<file path="src/rtl/ck_pkg.sv">
// ----------------------------------------------------------------------------
// ck_pkg
// Shared types and constants for the chroma key pixel pipeline.
// ----------------------------------------------------------------------------
package ck_pkg;

    typedef struct packed {
        logic [7:0] pixel_red;
        logic [7:0] pixel_green;
        logic [7:0] pixel_blue;
        logic [7:0] pixel_alpha;
        logic       end_of_frame;
    } pixel_in_t;

    typedef struct packed {
        logic [7:0] result_red;
        logic [7:0] result_green;
        logic [7:0] result_blue;
        logic [7:0] result_alpha;
        logic       frame_last;
    } pixel_out_t;

    // register indexes
    typedef enum logic [2:0] {
        REG_KEY_RED   = 3'd0,
        REG_KEY_GREEN = 3'd1,
        REG_KEY_BLUE  = 3'd2,
        REG_THRESHOLD = 3'd3,
        REG_SOFTNESS  = 3'd4,
        REG_SPILL     = 3'd5
    } reg_idx_t;

    localparam int ADDR_W     = 5;
    localparam int NUM_STAGES = 12;
    localparam int SQ_W       = 18;
    localparam int ROOT_W     = 9;

    localparam logic [7:0] KEY_RED_RST   = 8'd0;
    localparam logic [7:0] KEY_GREEN_RST = 8'd255;
    localparam logic [7:0] KEY_BLUE_RST  = 8'd0;
    localparam logic [8:0] THRESHOLD_RST = 9'd102;
    localparam logic [8:0] SOFTNESS_RST  = 9'd26;
    localparam logic [8:0] SPILL_RST     = 9'd128;

    // distance scale 25600/44167 via reciprocal 97243/2^32
    localparam logic [23:0] DIST_MUL  = 24'd25600;
    localparam logic [40:0] DIST_RECIP = 41'd2489420800;
    localparam logic [23:0] DIST_DIV  = 24'd44167;

endpackage

</file>
<file path="src/rtl/ck_isqrt.sv">
// ----------------------------------------------------------------------------
// ck_isqrt
// Three stage integer square root, three digit steps per stage.
// ----------------------------------------------------------------------------
module ck_isqrt (
    input  logic                          aclk,
    input  logic [2:0]                    en,
    input  logic [ck_pkg::SQ_W-1:0]       sq_in,
    output logic [ck_pkg::ROOT_W-1:0]     root_out
);

    logic [ck_pkg::SQ_W-1:0] v_reg    [3];
    logic [ck_pkg::SQ_W-1:0] root_reg [3];
    logic [ck_pkg::SQ_W-1:0] v_next   [3];
    logic [ck_pkg::SQ_W-1:0] root_next[3];

    always_comb begin
        logic [ck_pkg::SQ_W-1:0] v;
        logic [ck_pkg::SQ_W-1:0] root;
        logic [ck_pkg::SQ_W-1:0] bitv;
        for (int s = 0; s < 3; s++) begin
            v    = (s == 0) ? sq_in : v_reg[(s == 0) ? 0 : s - 1];
            root = (s == 0) ? '0 : root_reg[(s == 0) ? 0 : s - 1];
            for (int j = 0; j < 3; j++) begin
                bitv = ck_pkg::SQ_W'(1) << (16 - 2 * (3 * s + j));
                if (v >= root + bitv) begin
                    v    = v - (root + bitv);
                    root = (root >> 1) + bitv;
                end else begin
                    root = root >> 1;
                end
            end
            v_next[s]    = v;
            root_next[s] = root;
        end
    end

    always_ff @(posedge aclk) begin
        for (int s = 0; s < 3; s++) begin
            if (en[s]) begin
                v_reg[s]    <= v_next[s];
                root_reg[s] <= root_next[s];
            end
        end
    end

    assign root_out = root_reg[2][ck_pkg::ROOT_W-1:0];

endmodule

</file>
<file path="src/rtl/chroma_key_pixel.sv">
// ----------------------------------------------------------------------------
// chroma_key_pixel
// Keys RGBA8 pixels against a key color with soft edge and spill suppression.
// ----------------------------------------------------------------------------
// throughput: one pixel per cycle while the output is not stalled, each stage has its own valid and stall
// the ramp divider (8 quotient bits over two stages) and the square root
// (9 steps over three stages) set the pipeline depth
// reset: synchronous active-low, clears valid bits and loads register defaults
module chroma_key_pixel (
    input  logic                     aclk,
    input  logic                     aresetn,
    input  logic                     s_valid,
    output logic                     s_ready,
    input  ck_pkg::pixel_in_t        s_data,
    output logic                     m_valid,
    input  logic                     m_ready,
    output ck_pkg::pixel_out_t       m_data,
    input  logic                     psel,
    input  logic                     penable,
    input  logic                     pwrite,
    input  logic [ck_pkg::ADDR_W-1:0] paddr,
    input  logic [31:0]              pwdata,
    output logic [31:0]              prdata,
    output logic                     pready
);

    localparam int NS = ck_pkg::NUM_STAGES;

    // configuration
    logic [7:0] key_red_reg, key_green_reg, key_blue_reg;
    logic [8:0] threshold_reg, softness_reg, spill_reg;
    ck_pkg::reg_idx_t reg_idx;

    assign pready  = 1'b1;
    assign reg_idx = ck_pkg::reg_idx_t'(paddr[4:2]);

    always_ff @(posedge aclk) begin
        if (!aresetn) begin
            key_red_reg   <= ck_pkg::KEY_RED_RST;
            key_green_reg <= ck_pkg::KEY_GREEN_RST;
            key_blue_reg  <= ck_pkg::KEY_BLUE_RST;
            threshold_reg <= ck_pkg::THRESHOLD_RST;
            softness_reg  <= ck_pkg::SOFTNESS_RST;
            spill_reg     <= ck_pkg::SPILL_RST;
        end else if (psel && penable && pwrite) begin
            case (reg_idx)
                ck_pkg::REG_KEY_RED:   key_red_reg   <= pwdata[7:0];
                ck_pkg::REG_KEY_GREEN: key_green_reg <= pwdata[7:0];
                ck_pkg::REG_KEY_BLUE:  key_blue_reg  <= pwdata[7:0];
                ck_pkg::REG_THRESHOLD: threshold_reg <= pwdata[8:0];
                ck_pkg::REG_SOFTNESS:  softness_reg  <= pwdata[8:0];
                ck_pkg::REG_SPILL:     spill_reg     <= pwdata[8:0];
                default: ;
            endcase
        end
    end

    always_comb begin
        case (reg_idx)
            ck_pkg::REG_KEY_RED:   prdata = {24'd0, key_red_reg};
            ck_pkg::REG_KEY_GREEN: prdata = {24'd0, key_green_reg};
            ck_pkg::REG_KEY_BLUE:  prdata = {24'd0, key_blue_reg};
            ck_pkg::REG_THRESHOLD: prdata = {23'd0, threshold_reg};
            ck_pkg::REG_SOFTNESS:  prdata = {23'd0, softness_reg};
            ck_pkg::REG_SPILL:     prdata = {23'd0, spill_reg};
            default:               prdata = 32'd0;
        endcase
    end

    // spill channel select
    logic sel_g, sel_b;
    assign sel_g = (key_green_reg > key_red_reg) && (key_green_reg > key_blue_reg);
    assign sel_b = !sel_g && (key_blue_reg > key_red_reg) && (key_blue_reg > key_green_reg);

    // pipeline control
    logic [NS-1:0] vld_reg;
    logic [NS-1:0] en;
    ck_pkg::pixel_in_t pix_reg [NS];

    always_comb begin
        en[NS-1] = !vld_reg[NS-1] || m_ready;
        for (int k = NS - 2; k >= 0; k--) begin
            en[k] = !vld_reg[k] || en[k+1];
        end
    end

    assign s_ready = en[0];
    assign m_valid = vld_reg[NS-1];

    always_ff @(posedge aclk) begin
        if (!aresetn) begin
            vld_reg <= '0;
        end else begin
            if (en[0]) begin
                vld_reg[0] <= s_valid;
            end
            for (int k = 1; k < NS; k++) begin
                if (en[k]) begin
                    vld_reg[k] <= vld_reg[k-1];
                end
            end
        end
    end

    always_ff @(posedge aclk) begin
        if (en[0]) begin
            pix_reg[0] <= s_data;
        end
        for (int k = 1; k < NS; k++) begin
            if (en[k]) begin
                pix_reg[k] <= pix_reg[k-1];
            end
        end
    end

    // stage 0: squared distance, luma excess
    logic signed [8:0]  dr, dg, db;
    logic signed [17:0] pr, pg, pb;
    logic [15:0]        luma;
    logic [7:0]         chs;
    logic signed [17:0] exc_s;
    logic [17:0]        sq_reg;
    logic [15:0]        exc_reg;

    always_comb begin
        dr    = $signed({1'b0, s_data.pixel_red})   - $signed({1'b0, key_red_reg});
        dg    = $signed({1'b0, s_data.pixel_green}) - $signed({1'b0, key_green_reg});
        db    = $signed({1'b0, s_data.pixel_blue})  - $signed({1'b0, key_blue_reg});
        pr    = 18'(dr * dr);
        pg    = 18'(dg * dg);
        pb    = 18'(db * db);
        luma  = 16'(16'(s_data.pixel_red) * 16'd77) + 16'(16'(s_data.pixel_green) * 16'd150)
              + 16'(16'(s_data.pixel_blue) * 16'd29);
        chs   = sel_g ? s_data.pixel_green : s_data.pixel_blue;
        exc_s = $signed({2'b00, chs, 8'h00}) - $signed({2'b00, luma});
    end

    always_ff @(posedge aclk) begin
        if (en[0]) begin
            sq_reg  <= $unsigned(pr) + $unsigned(pg) + $unsigned(pb);
            exc_reg <= ((sel_g || sel_b) && exc_s > 0) ? exc_s[15:0] : 16'd0;
        end
    end

    // stages 1 to 3: square root, spill product carried alongside
    logic [ck_pkg::ROOT_W-1:0] root;
    logic [24:0] es_reg [1:7];

    ck_isqrt u_isqrt (
        .aclk     (aclk),
        .en       (en[3:1]),
        .sq_in    (sq_reg),
        .root_out (root)
    );

    always_ff @(posedge aclk) begin
        if (en[1]) begin
            es_reg[1] <= 25'(exc_reg) * 25'(spill_reg);
        end
        for (int k = 2; k <= 7; k++) begin
            if (en[k]) begin
                es_reg[k] <= es_reg[k-1];
            end
        end
    end

    // stage 4: distance scaling products
    logic [23:0] x_reg;
    logic [40:0] p_reg;

    always_ff @(posedge aclk) begin
        if (en[4]) begin
            x_reg <= 24'(root) * ck_pkg::DIST_MUL;
            p_reg <= 41'(root) * ck_pkg::DIST_RECIP;
        end
    end

    // stage 5: quotient correction
    logic [7:0]  q0;
    logic [23:0] rem;
    logic [7:0]  dist_reg;

    assign q0  = p_reg[39:32];
    assign rem = x_reg - 24'(24'(q0) * ck_pkg::DIST_DIV);

    always_ff @(posedge aclk) begin
        if (en[5]) begin
            dist_reg <= (rem >= ck_pkg::DIST_DIV) ? q0 + 8'd1 : q0;
        end
    end

    // stage 6: ramp classification, upper quotient bits
    logic signed [10:0] lo;
    logic [9:0]         hi;
    logic               below, ramp;
    logic [10:0]        n_full;
    logic [9:0]         r6;
    logic [9:0]         t6;
    logic [3:0]         q6;
    logic               below_reg, ramp_reg;
    logic [8:0]         r_reg;
    logic [3:0]         qh_reg;

    always_comb begin
        lo     = $signed({2'b00, threshold_reg}) - $signed({2'b00, softness_reg});
        hi     = 10'(threshold_reg) + 10'(softness_reg);
        below  = $signed({3'b000, dist_reg}) < lo;
        ramp   = !below && (10'(dist_reg) < hi);
        n_full = 11'(dist_reg) - $unsigned(lo);
        q6[3]  = n_full[9:0] >= 10'(softness_reg);
        r6     = q6[3] ? n_full[9:0] - 10'(softness_reg) : n_full[9:0];
        for (int i = 2; i >= 0; i--) begin
            t6    = {r6[8:0], 1'b0};
            q6[i] = t6 >= 10'(softness_reg);
            r6    = q6[i] ? t6 - 10'(softness_reg) : t6;
        end
    end

    always_ff @(posedge aclk) begin
        if (en[6]) begin
            below_reg <= below;
            ramp_reg  <= ramp;
            r_reg     <= r6[8:0];
            qh_reg    <= q6;
        end
    end

    // stage 7: lower quotient bits, key alpha
    logic [9:0] r7;
    logic [9:0] t7;
    logic [3:0] q7;
    logic [8:0] alpha_reg;

    always_comb begin
        r7 = 10'(r_reg);
        for (int i = 3; i >= 0; i--) begin
            t7    = {r7[8:0], 1'b0};
            q7[i] = t7 >= 10'(softness_reg);
            r7    = q7[i] ? t7 - 10'(softness_reg) : t7;
        end
    end

    always_ff @(posedge aclk) begin
        if (en[7]) begin
            if (below_reg) begin
                alpha_reg <= 9'd0;
            end else if (ramp_reg) begin
                alpha_reg <= {1'b0, qh_reg, q7};
            end else begin
                alpha_reg <= 9'd256;
            end
        end
    end

    // stage 8: spill reduction and alpha scale
    logic [33:0] red_prod;
    logic [17:0] red_reg;
    logic [15:0] scale8_reg;

    assign red_prod = 34'(es_reg[7]) * 34'(9'd256 - alpha_reg);

    always_ff @(posedge aclk) begin
        if (en[8]) begin
            red_reg    <= red_prod[33:16];
            scale8_reg <= 16'(17'(alpha_reg) * 17'(pix_reg[7].pixel_alpha));
        end
    end

    // stage 9: spill-corrected channels
    logic [15:0] c_in [3];
    logic [15:0] c_reg [3];
    logic [15:0] scale9_reg;

    assign c_in[0] = {pix_reg[8].pixel_red, 8'h00};
    assign c_in[1] = {pix_reg[8].pixel_green, 8'h00};
    assign c_in[2] = {pix_reg[8].pixel_blue, 8'h00};

    always_ff @(posedge aclk) begin
        if (en[9]) begin
            for (int i = 0; i < 3; i++) begin
                if ((sel_g && i == 1) || (sel_b && i == 2)) begin
                    c_reg[i] <= (red_reg >= 18'(c_in[i])) ? 16'd0 : 16'(18'(c_in[i]) - red_reg);
                end else begin
                    c_reg[i] <= c_in[i];
                end
            end
            scale9_reg <= scale8_reg;
        end
    end

    // stage 10: premultiply
    logic [31:0] prod10 [3];
    logic [15:0] y_reg [3];
    logic [7:0]  ya_reg;

    always_comb begin
        for (int i = 0; i < 3; i++) begin
            prod10[i] = 32'(c_reg[i]) * 32'(scale9_reg);
        end
    end

    always_ff @(posedge aclk) begin
        if (en[10]) begin
            for (int i = 0; i < 3; i++) begin
                y_reg[i] <= prod10[i][31:16];
            end
            ya_reg <= scale9_reg[15:8];
        end
    end

    // stage 11: divide by 255, saturate
    logic [16:0] d255 [3];
    logic [7:0]  o255 [3];
    ck_pkg::pixel_out_t out_reg;

    always_comb begin
        for (int i = 0; i < 3; i++) begin
            d255[i] = (17'(y_reg[i]) + 17'd1 + 17'(y_reg[i][15:8])) >> 8;
            o255[i] = (d255[i] > 17'd255) ? 8'd255 : d255[i][7:0];
        end
    end

    always_ff @(posedge aclk) begin
        if (en[11]) begin
            out_reg.result_red   <= o255[0];
            out_reg.result_green <= o255[1];
            out_reg.result_blue  <= o255[2];
            out_reg.result_alpha <= ya_reg;
            out_reg.frame_last   <= pix_reg[10].end_of_frame;
        end
    end

    assign m_data = out_reg;

endmodule

</file>
<file path="config.mk">
export PLATFORM = sky130hd
export DESIGN_NAME = chroma_key_pixel
export DESIGN_NICKNAME = d
export VERILOG_FILES = /design/src/rtl/ck_pkg.sv /design/src/rtl/ck_isqrt.sv /design/src/rtl/chroma_key_pixel.sv
export SDC_FILE = /design/constraint.sdc
export NUM_CORES = 2
export LEC_CHECK = 0
export ABC_AREA = 0
export BUFFER_PORTS_ARGS = -buffer_cell sky130_fd_sc_hd__buf_4
export CAP_MARGIN = 30
export CELL_PAD_IN_SITES_DETAIL_PLACEMENT = 1
export CELL_PAD_IN_SITES_GLOBAL_PLACEMENT = 1
export CORE_MARGIN = 2
export CORE_UTILIZATION = 38
export CTS_CLUSTER_DIAMETER = 60
export DETAILED_ROUTE_END_ITERATION = 12
export PLACE_DENSITY_LB_ADDON = 0.08
export SYNTH_ARGS = -nofsm -noshare
export SYNTH_HDL_FRONTEND = slang
export SYNTH_HIERARCHICAL = 1
export SYNTH_SLANG_ARGS = --single-unit
</file>
<file path="constraint.sdc">
create_clock -name aclk -period 12.4 [get_ports aclk]
set_input_delay 0.62 -clock aclk [delete_from_list [all_inputs] [get_ports aclk]]
set_output_delay 0.62 -clock aclk [all_outputs]
set_load 0.02 [all_outputs]
</file>
==> metrics.csv <==
stage,metric,value,unit
timing,Worst Tran Pin Value,1160,ps
routing,vias per cell,4.98,
clocking,clock sink count,850,
logic_synthesis,synthesized flop and latch total,850,
worst_hold_path,Min-Delay Path Class,input pin to flip-flop,
finish,"commonest non-fill, non-tap cell in the layout",inv_1,
logic_synthesis,register area share after synthesis,27.6,%
clocking,CTS root buffer,clkbuf_16,
clocking,Num CTS Buffers,115,
finish,area grow syn2layout,9.53,%
grt,first-pass GRT wire length,376000,um
logic_synthesis,"Async S/R FF share, synth",0,%
grt,pin count of the biggest net entering global routing,65,
die,Total Die Area,0.240,mm2
finish,number of flip-flops in the largest register,299,
routing,WL/cell,19.7,um
placed_design,port bufs,95,
logic_synthesis,Syn. warnings,6,
timing,fin crit period,11480,ps
timing,Worst slew margin,20.9,%
worst_setup_path,crit start category,flip-flop,
placed_design,Post-DP HPWL,186000,um
worst_setup_path,crit path DAT,12000,ps
logic_synthesis,mapped cell area,0.0899,mm2
clocking,CTS H-tree depth,3,
worst_setup_path,CP Buf/Inv Count,5,
worst_setup_path,Reg2Reg Depth,49,
timing,Final Hold Fails,0,
grt,Congestion Overflow GR,0,
worst_setup_path,CP Class,flip-flop to flip-flop,
logic_synthesis,"EDFF count, synth",779,
worst_hold_path,Worst Hold Depth,1,
worst_setup_path,r2r setup slk,920,ps
timing,# setup viols final,0,
routing,Routed WL,235000,um
timing,crit share post-route,92.6,%
placed_design,global placement routability congestion,0.833,
worst_hold_path,Min-Delay Endpoint,pix_reg[0][17]$_DFFE_PP_,
die,initial core utilization,38.2,%
finish,share of cells above drive strength 1,6.10,%
clocking,Clock Latency Late Sink,790,ps
die,count of boundary I/O pins,145,
finish,# fillers,26000,
routing,initial DRC count,2102,
die,DIE WIDTH,490,um
die,Core ar.,0.235,mm2
logic_synthesis,cells after synthesis,8586,
grt,initial antenna violation count,8,
worst_setup_path,reg2reg end,r_reg[8]$_DFFE_PP_,
logic_synthesis,synthesized area per cell,10.5,um2
timing,Max Slew Vio Count,0,
worst_setup_path,Worst EP required,12920,ps
worst_setup_path,critical path depth,49,
worst_setup_path,Crit. End Element,flip-flop,
finish,most frequent cells in the layout,"1597 x inv_1, 1145 x fa_1, 1086 x ha_1",
clocking,Worst-path clk slew,60,ps
clocking,CTS tree,built,
timing,FMAX,0.0871,GHz
routing,Routed Antenna Nets,0,
worst_setup_path,Critical Path Most Common Cell,o21ai_0,
timing,setup TNS,0,ps
flow_run,number of max-cap violations,0,
grt,Total GRT Usage,19.8,%
routing,via count,59300,
routing,Pre-antenna DRT Iters,5,
finish,Post-layout nets,11000,
die,Die Height,490,um
clocking,CTS Buffer Depth,3,
worst_setup_path,"Max FO, Critical Path",19,
grt,vias in the first global route,66700,
status,status,"finished, final reports clean",
worst_setup_path,"Slowest-stage cell, CP",fa_1,
die,Site Rows,178,
worst_setup_path,Crit Reg-Reg Startpoint,softness_reg[1]$_SDFFE_PN1P_,
logic_synthesis,"Top FF cell, synth",edfxtp_1,
worst_setup_path,Slowest Stage Delay on Critical Path,430,ps
timing,Final Skew,75.7,ps
worst_hold_path,worst hold start,s_data[17],
worst_setup_path,Top delay family on crit path,compound AO/OA/AOI/OAI gates,
routing,Post-route DRC,0,
logic_synthesis,library cells used by synthesis,116,
## cell families (layout without fill, tap and decap cells)
logic type               Yosys count  after routing  share of synthesized area [%]
adder cells (fa/ha/maj)         2231           2231                           40.6
other                              2             28                        0.00835
flip-flops                       850            850                           27.6
AND/OR/NAND/NOR                 2197           2197                           11.9
XOR/XNOR                         357            357                           3.49
buffers and inverters           1881           2034                           8.00
AO/OA/AOI/OAI                    954            954                           7.08
multiplexers                     114            114                           1.33
## how the worst max path moves through the flow
stage	from	endpoint	slack, ps
after detailed placement	threshold_reg[1]$_SDFFE_PN1P_	r_reg[8]$_DFFE_PP_	430
final	softness_reg[1]$_SDFFE_PN1P_	r_reg[8]$_DFFE_PP_	920
after floorplan	softness_reg[1]$_SDFFE_PN1P_	r_reg[8]$_DFFE_PP_	1670
after CTS	softness_reg[1]$_SDFFE_PN1P_	r_reg[8]$_DFFE_PP_	340
after global routing	softness_reg[1]$_SDFFE_PN1P_	r_reg[8]$_DFFE_PP_	-90
after global placement	threshold_reg[1]$_SDFFE_PN1P_	r_reg[8]$_DFFE_PP_	570
## cells in the mapped netlist (11+ instances only)
| master | instances | share of area [%] |
|---|---|---|
| a2111oi_0 | 14 | 0.14 |
| a211oi_1 | 27 | 0.23 |
| a21boi_0 | 20 | 0.17 |
| a21o_1 | 109 | 0.91 |
| a21oi_1 | 255 | 1.4 |
| a22o_1 | 17 | 0.17 |
| a31oi_1 | 34 | 0.24 |
| and2_1 | 456 | 3.2 |
| and3_1 | 28 | 0.19 |
| and4_1 | 17 | 0.17 |
| buf_1 | 26 | 0.11 |
| buf_2 | 12 | 0.067 |
| buf_4 | 27 | 0.23 |
| clkbuf_1 | 205 | 0.86 |
| dfxtp_1 | 71 | 1.6 |
| edfxtp_1 | 779 | 26 |
| fa_1 | 1145 | 25 |
| ha_1 | 1086 | 15 |
| inv_1 | 1602 | 6.7 |
| mux2_2 | 30 | 0.38 |
| mux2i_1 | 82 | 0.91 |
| nand2_1 | 928 | 3.9 |
| nand2b_1 | 47 | 0.33 |
| nand3_1 | 54 | 0.30 |
| nand4_1 | 30 | 0.21 |
| nor2_1 | 301 | 1.3 |
| nor2b_1 | 99 | 0.69 |
| nor3_1 | 93 | 0.52 |
| nor4_1 | 20 | 0.14 |
| o211ai_1 | 31 | 0.26 |
| o21a_1 | 76 | 0.63 |
| o21ai_0 | 173 | 0.96 |
| o21bai_1 | 39 | 0.33 |
| o22ai_1 | 12 | 0.084 |
| o31a_1 | 11 | 0.11 |
| o31ai_1 | 15 | 0.13 |
| or2_2 | 43 | 0.30 |
| or3_1 | 36 | 0.25 |
| xnor2_1 | 236 | 2.3 |
| xor2_1 | 120 | 1.2 |
## per-stage QoR
stage | worst slack [ps] | instances | area (um2) | hold WS [ps] | utilization (%)
after floorplan | 1670 | 8608 | 90000 | 400 | -
after global placement | 568 | 11700 | 94300 | 400 | 40.1
after detailed placement | 433 | 11700 | 94400 | 405 | 40.1
after CTS | 343 | 11900 | 98300 | 28.5 | 41.8
after global routing | -92.5 | 11900 | 98500 | 62.5 | 41.9
final | 918 | 11900 | 98500 | 123 | 41.9
## area by class of cell
cell class                 count  area (um2)  share of cell area, %
clock buffer                 138        3020                   3.06
clock inverter                75         832                  0.845
tap                         3150        3940                   4.00
multi-input combinational   5877       58100                   59.0
timing repair buffer         213        1720                   1.75
antenna                        4        10.0                 0.0102
sequential                   850       24800                   25.2
inverter                    1608        6040                   6.13
## routing by layer
layer  vias to the layer above  track usage [%]  wire length, um
met5                         -                0                0
met4                         0             4.03             4080
met3                       213             1.96             6210
met2                       641             34.6           115000
met1                     30600             26.5           109000
li1                      27900                -                -
## what timing repair did
item	CTS	global route
gates resized for setup	0	7
setup endpoints to repair	0	10
endpoints found under the hold margin	9	0
buffers inserted	0	2
hold buffers	9	0
Power is left out: the tool's default activity adds up to more than one toggle a clock period on the data nets, which glitch-free logic cannot reach.
